==> config.mk <==
export PLATFORM = sky130hd
export DESIGN_NAME = mac_address_text_parser
export DESIGN_NICKNAME = d
export VERILOG_FILES = /design/src/sv/matp_pkg.sv /design/src/sv/mac_address_text_parser.sv /design/src/sv/matp_step.sv
export SDC_FILE = /design/constraint.sdc
export NUM_CORES = 1
export LEC_CHECK = 0
export BUFFER_PORTS_ARGS = -buffer_cell sky130_fd_sc_hd__buf_2
export CAP_MARGIN = 30
export CORE_UTILIZATION = 55
export DETAILED_ROUTE_END_ITERATION = 6
export PLACE_DENSITY = 0.84
export SYNTH_ARGS = -nofsm -noshare
export SYNTH_HDL_FRONTEND = slang
export SYNTH_HIERARCHICAL = 1
export SYNTH_SLANG_ARGS = --single-unit
==> constraint.sdc <==
create_clock -name clk -period 3.8 [get_ports clk]
set_input_delay 0.57 -clock clk [delete_from_list [all_inputs] [get_ports clk]]
set_output_delay 0.57 -clock clk [all_outputs]
set_load 0.02 [all_outputs]
==> src/sv/matp_pkg.sv <==
// ----------------------------------------------------------------------------
// matp_pkg
// Shared types, character codes and hex decode for the address text parser.
// ----------------------------------------------------------------------------
package matp_pkg;

  localparam int unsigned ADDR_W   = 48;
  localparam int unsigned ADDR_BYTES = ADDR_W / 8;
  localparam int unsigned IDX_W    = 3;
  localparam int unsigned DIG_W    = 2;

  localparam logic [7:0] CHAR_COLON = 8'h3A;  // ':'
  localparam logic [7:0] CHAR_ZERO  = 8'h30;  // '0'
  localparam logic [7:0] CHAR_NINE  = 8'h39;  // '9'
  localparam logic [7:0] CHAR_LC_A  = 8'h61;  // 'a'
  localparam logic [7:0] CHAR_LC_F  = 8'h66;  // 'f'
  localparam logic [7:0] CHAR_UC_A  = 8'h41;  // 'A'
  localparam logic [7:0] CHAR_UC_F  = 8'h46;  // 'F'
  localparam logic [4:0] NO_HEX     = 5'd16;

  typedef struct packed {
    logic [7:0] text_char;
    logic       final_char;
  } matp_in_t;

  typedef struct packed {
    logic [ADDR_W-1:0] mac_address;
    logic              bad_format;
  } matp_out_t;

  typedef struct packed {
    logic [IDX_W-1:0]  octet_index;
    logic [DIG_W-1:0]  digits_in_octet;
    logic [ADDR_W-1:0] address_accumulator;
    logic              error_seen;
    logic              address_complete;
  } matp_state_t;

  // Hex digit value, or NO_HEX for anything else.
  function automatic logic [4:0] hex_value(input logic [7:0] c);
    logic [7:0] v;
    v = 8'd0;
    if (c >= CHAR_ZERO && c <= CHAR_NINE) begin
      v = c - CHAR_ZERO;
      return v[4:0];
    end
    if (c >= CHAR_LC_A && c <= CHAR_LC_F) begin
      v = c - CHAR_LC_A + 8'd10;
      return v[4:0];
    end
    if (c >= CHAR_UC_A && c <= CHAR_UC_F) begin
      v = c - CHAR_UC_A + 8'd10;
      return v[4:0];
    end
    return NO_HEX;
  endfunction

endpackage

==> src/sv/mac_address_text_parser.sv <==
// ----------------------------------------------------------------------------
// mac_address_text_parser
// Streaming parser of colon-separated hex hardware address text.
// ----------------------------------------------------------------------------
//   channel | direction | handshake           | payload
//   in_     | input     | in_valid/in_ready   | matp_in_t  (text_char, final_char)
//   out_    | output    | out_valid/out_ready | matp_out_t (mac_address, bad_format)
//
// One character per cycle while in_ready is high: the parse state register
// closes a loop through the decode and byte insert.
// A result appears in the output register the cycle after its final item.
// in_ready drops only while a result is held and out_ready is low.
// Reset (rst_n low, synchronous) clears the parse state and the result valid.
module mac_address_text_parser #(
  parameter int NUM_OCTETS = 6
) (
  input  logic                clk,
  input  logic                rst_n,
  input  logic                in_valid,
  output logic                in_ready,
  input  matp_pkg::matp_in_t  in_data,
  output logic                out_valid,
  input  logic                out_ready,
  output matp_pkg::matp_out_t out_data
);
  import matp_pkg::*;

  matp_state_t state_r;
  matp_state_t state_nxt;
  matp_out_t   result;
  matp_out_t   out_data_r;
  logic        out_valid_r;
  logic        in_acc;

  // Output register frees up in the same cycle it is taken.
  assign in_ready = !out_valid_r || out_ready;
  assign in_acc   = in_valid && in_ready;

  matp_step #(
    .NUM_OCTETS (NUM_OCTETS)
  ) u_step (
    .cur_state (state_r),
    .char_in   (in_data),
    .nxt_state (state_nxt),
    .result    (result)
  );

  // Parse state: only moves on an accepted item.
  always_ff @(posedge clk) begin
    if (!rst_n) begin
      state_r <= '0;
    end else if (in_acc) begin
      state_r <= state_nxt;
    end
  end

  // Result register: loaded on a final item, held until taken.
  always_ff @(posedge clk) begin
    if (!rst_n) begin
      out_valid_r <= 1'b0;
    end else if (in_acc && in_data.final_char) begin
      out_valid_r <= 1'b1;
    end else if (out_ready) begin
      out_valid_r <= 1'b0;
    end
  end

  always_ff @(posedge clk) begin
    if (in_acc && in_data.final_char) begin
      out_data_r <= result;
    end
  end

  assign out_valid = out_valid_r;
  assign out_data  = out_data_r;

endmodule

==> src/sv/matp_step.sv <==
// ----------------------------------------------------------------------------
// matp_step
// Next parse state for one character, plus the result seen on a final one.
// ----------------------------------------------------------------------------
module matp_step #(
  parameter int NUM_OCTETS = 6
) (
  input  matp_pkg::matp_state_t cur_state,
  input  matp_pkg::matp_in_t    char_in,
  output matp_pkg::matp_state_t nxt_state,
  output matp_pkg::matp_out_t   result
);
  import matp_pkg::*;

  localparam logic [IDX_W-1:0] LAST_IDX = IDX_W'(NUM_OCTETS - 1);

  logic [4:0]  hex_d;
  logic        is_last;
  logic        end_last;
  logic        bad;
  matp_state_t st;

  assign hex_d   = hex_value(char_in.text_char);
  assign is_last = (cur_state.octet_index >= LAST_IDX);

  always_comb begin
    st = cur_state;
    if (!(cur_state.error_seen || cur_state.address_complete)) begin
      if (hex_d == NO_HEX) begin
        if (cur_state.digits_in_octet == '0) begin
          st.error_seen = 1'b1;
        end else if (is_last) begin
          st.address_complete = 1'b1;
        end else if (char_in.text_char == CHAR_COLON) begin
          st.octet_index     = cur_state.octet_index + 1'b1;
          st.digits_in_octet = '0;
        end else begin
          st.error_seen = 1'b1;
        end
      end else if (cur_state.digits_in_octet >= 2'd2) begin
        st.error_seen = 1'b1;
      end else begin
        // octets above the accumulator's top byte drop off
        for (int k = 0; k < ADDR_BYTES; k++) begin
          if ((NUM_OCTETS - 1 - k >= 0) &&
              (cur_state.octet_index == IDX_W'(NUM_OCTETS - 1 - k))) begin
            st.address_accumulator[8*k +: 8] =
              {cur_state.address_accumulator[8*k +: 4], hex_d[3:0]};
          end
        end
        st.digits_in_octet = cur_state.digits_in_octet + 1'b1;
        if (is_last && st.digits_in_octet == 2'd2) begin
          st.address_complete = 1'b1;
        end
      end
    end
  end

  assign end_last = (st.octet_index >= LAST_IDX) && (st.digits_in_octet != '0);
  assign bad      = st.error_seen || (!st.address_complete && !end_last);

  assign result.bad_format  = bad;
  assign result.mac_address = bad ? '0 : st.address_accumulator;

  // a final character returns the parser to its reset state
  assign nxt_state = char_in.final_char ? '0 : st;

endmodule

; After elaboration in Yosys (flattened, before gate mapping)
; Cells that the tools add are included.
[op_classes]
addsub = 7
magnitude_cmp = 9
n_eq_ne = 8
n_mux = 38
reduce_logical = 18
[ops]
columns = cell, count
row1 = $mux 55, 2
row2 = $mux 50, 1
row3 = $mux 48, 1
row4 = $mux 8, 6
row5 = $mux 5, 9
row6 = $ge 8x7->1 const B, 2
row7 = $le 8x7->1 const B, 2
row8 = $mux 1, 16
row9 = $add 5x4->5 const B, 2
row10 = $sub 5x1->5 const B, 2
row11 = $eq 8x6->1 const B, 1
row12 = $ge 8x6->1 const B, 1
row13 = $le 8x6->1 const B, 1
row14 = $logic_and 1x1->1, 8
row15 = $eq 3x2->1 const B, 2
row16 = $eq 3x3->1 const B, 2
row17 = $ge 3x3->1 const B, 2
row18 = $eq 5x5->1 const B, 1
row19 = $sub 5x5->5 const B, 1
row20 = $mux 2, 2
row21 = $reduce_bool 2->1, 2
row22 = $add 3x1->3 const B, 1
row23 = $eq 3x1->1 const B, 1
row24 = $logic_not 1->1, 3
row25 = other kinds (7), 9
[totals]
reg_bits = 105
inputBits = 13
word_cells = 88

; Depth between registers and ports, before layout
[depth]
word_depth = 18
ltp_mapped = 11

; By module
; Netlist, hierarchy kept.
[by_module_without_submodules]
columns = mod, n_inst, cells_per_inst, area_per_inst_um2, seq_area_each_um2
row1 = mac_address_text_parser, 1, 293, 3763.6, 2592.5
row2 = matp_step, 1, 268, 1790.5, 0.0

; Worst setup path before layout
; Ideal clock, no wire load.
[synth_path]
path_type = input to register
start = input port out_ready
end = register out_data_r (netlist bit out_data[0]) (enable)
setup_time_ps = 461
arrival_time_ps = 2942
path_slack_ps = 397
cell_stages = 2
n_path_buf = 0
cell_sequence = nand2b_4 > nor2b_1
[synth_via]
elab_chain_len = 3
[synth_rtl]
columns = item, line_no
row1 = start: declaration, mac_address_text_parser.sv:23  ; input logic out_ready,
row2 = $logic_or 1x1->1, mac_address_text_parser.sv:36  ; assign in_ready = !out_valid_r || out_ready;
row3 = $logic_and 1x1->1, mac_address_text_parser.sv:37  ; assign in_acc = in_valid && in_ready;
row4 = $logic_and 1x1->1, mac_address_text_parser.sv:69  ; if (in_acc && in_data.final_char) begin
row5 = end signal: assignment, mac_address_text_parser.sv:70  ; out_data_r <= result;
row6 = end: declaration, mac_address_text_parser.sv:31  ; matp_out_t out_data_r;
; No other way between the ends.
; A chain may end at the register's enable or synchronous reset.

; Worst setup path in the final report
[layout_path]
start = register state_r[53] (netlist name)
end = register out_data_r (netlist bit out_data[33]), data pin
[layout_via]
elab_chain_len = 11
[layout_rtl]
columns = item, line_no
row1 = start: declaration, mac_address_text_parser.sv:28  ; matp_state_t state_r;
row2 = start signal: assignment, mac_address_text_parser.sv:53  ; state_r <= state_nxt;
row3 = $add 3x1->3, matp_step.sv:35  ; st.octet_index = cur_state.octet_index + 1'b1;
row4 = $mux 5, matp_step.sv:34  ; end else if (char_in.text_char == CHAR_COLON) begin
row5 = $mux 5, matp_step.sv:32  ; end else if (is_last) begin
row6 = $mux 5, matp_step.sv:30  ; if (cur_state.digits_in_octet == '0) begin
row7 = $mux 3, matp_step.sv:29  ; if (hex_d == NO_HEX) begin
row8 = $mux 55 *, matp_step.sv:28  ; if (!(cur_state.error_seen || cur_state.address_complete)) begin
row9 = $ge 3x3->1, matp_step.sv:59  ; assign end_last = (st.octet_index >= LAST_IDX) && (st.digits_in_octet != '0);
row10 = $logic_and 1x1->1, matp_step.sv:59
row11 = $logic_not 1->1, matp_step.sv:60  ; assign bad = st.error_seen || (!st.address_complete && !end_last);
row12 = $logic_and 1x1->1, matp_step.sv:60
row13 = $logic_or 1x1->1, matp_step.sv:60
; Every way passes the cells marked *; elsewhere a longest branch is shown, timed or not.

==> impl_metrics.json <==
{
  "run_status": "complete, no violations",
  "setup_viol": 0,
  "synth.avg_cell_area_um2": 9.90,
  "die_x_um": 102,
  "start_kind": "register",
  "gp_congestion": 0.862,
  "yosysMostFrequentCell": "nand2_1",
  "synth-edff-count": 49,
  "startpoint": "state_r[53]",
  "cts-root-buf": "clkbuf_8",
  "max-vdd-ir-drop_mv": 0.218,
  "rr_endpoint": "out_data[33]",
  "place_hpwl_mm": 7.46,
  "cp-end-kind": "register",
  "async_reset_ff_frac": 0,
  "antenna_found_initial": 0,
  "grt-busiest-layer": "met2",
  "cpPeakStageDelay_ns": 0.53,
  "vias_per_cell": 5.54,
  "r2r_cells": 9,
  "worst_slew_pin_slew_ns": 0.972,
  "p_leak_nw": 2.24,
  "initial_core_util": 0.568,
  "criticalPathCategory": "register to register",
  "relSlewSlack": 0.352,
  "post-route-drc-count": 0,
  "drt-wirelength-per-cell_um": 15.2,
  "timing.fmax_mhz": 320,
  "fin_skew_ns": 0.0121,
  "wl_mm": 11.4,
  "slowest_stage": "o31ai_1",
  "met2_usage": 0.373,
  "port_buffers": 63,
  "postRouteAntennaNets": 0,
  "clk_transition_reported_paths_ns": 0.10,
  "io_pins": 64,
  "cp_num_buf_inv": 2,
  "rsz0062_at_grt": "false",
  "detail_route.iter0.violations": 269,
  "diodes": 0,
  "period_share": 0.822,
  "cts_tree": "built",
  "synthFlopType": "dfxtp_1",
  "crit_family": "compound AO/OA/AOI/OAI gates",
  "cap_violations": 0,
  "met3_usage": 0.0292,
  "min_period_ns": 3.12,
  "groute.usage.overall": 0.226,
  "crit_chain": "inv_1 > ha_1 > o31ai_1 > nand4bb_1 > nor3_2 > a31oi_2 > a221oi_4 > buf_4 > nor3b_1",
  "grt_max_degree": 112,
  "p_per_area_nw_per_um2": 335,
  "r2r_start": "state_r[53]",
  "crit_arrival_ns": 3.24,
  "cts_sinks": 105,
  "synth_top_area_frac": 0.265,
  "drive_gt1_frac": 0.173,
  "die_area_um2": 10500,
  "drv_slew": 0,
  "coreArea_um2": 9770,
  "synth_area_leaders": "edfxtp_1 26%, dfxtp_1 20%, mux2i_1 16%",
  "synthCells": 561,
  "gr-total-overflow": 0,
  "hold_buffers": 0,
  "r2r_slack_ns": 0.68,
  "vias": 4134,
  "layout.nets": 633,
  "hold_path_depth": 2,
  "crit_cells": 9,
  "hold_ws_ns": 0.463,
  "hold_class": "register to register",
  "yosys.area.top_type": "edfxtp_1",
  "synth_nets": 586,
  "tns_ns": 0,
  "syn_area_um2": 5550,
  "cts_resized": 0,
  "critPathRequiredTime_ns": 3.91,
  "area_growth_pct": 9.21,
  "grtUsageMet1": 0.301,
  "cts_buffer_depth": 2,
  "grt_pass1_wl_mm": 18.2,
  "cts_setup_buffers": 0,
  "synth_warnings": 6,
  "htreeDepth": 3,
  "die_y_um": 102,
  "ys_ff_latch": 105,
  "crit_path_max_fanout": 25,
  "yosysSeqAreaShare": 0.467,
  "ys_types": 48,
  "rows": 36,
  "clk_latency_ns": 0.37,
  "finish.utilization": 0.621,
  "firstDrtPassIters": 5,
  "n_fill_cell": 783,
  "grt_pass1_vias": 3783,
  "cts_buffers": 9,
  "cp-endpoint": "out_data[33]",
  "synthTopCellsByCount": "118 x nand2_1, 90 x mux2i_1, 72 x nor2_1",
  "hold_viol_final": 0
}
flip-flops by register name, summed over array words and instances, names as in the netlist:
signal and flops:
out_valid 1, state_r 55, out_data 49
through the flow:
step | instances | instance area (um^2) | total power, mW | setup slack [ns]
3_3_place_gp | 729 | 5860 | 1.41 | 0.714
4_1_cts | 745 | 6040 | 2.04 | 0.695
5_1_grt | 746 | 6070 | 2.10 | 0.446
6_report | 746 | 6070 | 2.03 | 0.677
2_1_floorplan | 561 | 5550 | 1.37 | 0.397
3_5_place_dp | 729 | 5860 | 1.41 | 0.683
area by class of cell:
class	instances	area, um^2	share of cell area
sequential	105	2590	0.427
tap	133	166	0.0274
inverter	9	33.8	0.00557
clock buffer	10	128	0.0210
multi-input combinational	408	2670	0.440
timing repair buffer	75	425	0.0701
clock inverter	6	52.6	0.00866
worst min-delay path, cell delays in order, from the launching register on:
cell and delay (ns):
dfxtp_1 0.32, nand2_1 0.05, mux2i_1 0.05
logic make-up (layout without fill, tap and decap cells):
| logic type | after synthesis | after routing | share of synthesized area |
|---|---|---|---|
| AND/OR/NAND/NOR | 257 | 257 | 0.221 |
| flip-flops | 105 | 105 | 0.467 |
| multiplexers | 92 | 92 | 0.166 |
| buffers and inverters | 48 | 100 | 0.0554 |
| AO/OA/AOI/OAI | 46 | 46 | 0.0622 |
| adder cells (fa/ha/maj) | 12 | 12 | 0.0270 |
| XOR/XNOR | 1 | 1 | 0.00158 |
metal layers:
metal | wire [um] | vias to the layer above
met4 | 195 | 0
li1 | - | 2030
met5 | 0 | -
met2 | 5370 | 140
met1 | 5150 | 1946
met3 | 662 | 18
power by group:
group	leakage [nW]	internal (mW)	switching (mW)	total [mW]
clock	0.0854	0.249	0.397	0.646
sequential	0.900	1.20	0.00700	1.21
combinational	1.25	0.0600	0.121	0.181
worst min path at each step:
stage	start	to	slack (ns)
5_1_grt	state_r[46]	state_r[46]	0.49
3_3_place_gp	state_r[47]	state_r[47]	0.44
3_5_place_dp	state_r[6]	state_r[6]	0.45
6_report	state_r[6]	state_r[6]	0.46
2_1_floorplan	state_r[14]	state_r[14]	0.43
4_1_cts	state_r[6]	state_r[6]	0.46
placed cells by master (no fill, tap or decap), types with 11 or more instances in the layout:
| master | instances |
|---|---|
| nand2_1 | 118 |
| mux2i_1 | 90 |
| nor2_1 | 72 |
| buf_2 | 63 |
| dfxtp_1 | 56 |
| edfxtp_1 | 49 |
| nor3b_1 | 49 |
| a21oi_1 | 12 |
| ha_1 | 12 |
| buf_4 | 11 |
No activity file was read; power rests on OpenSTA's default activity.
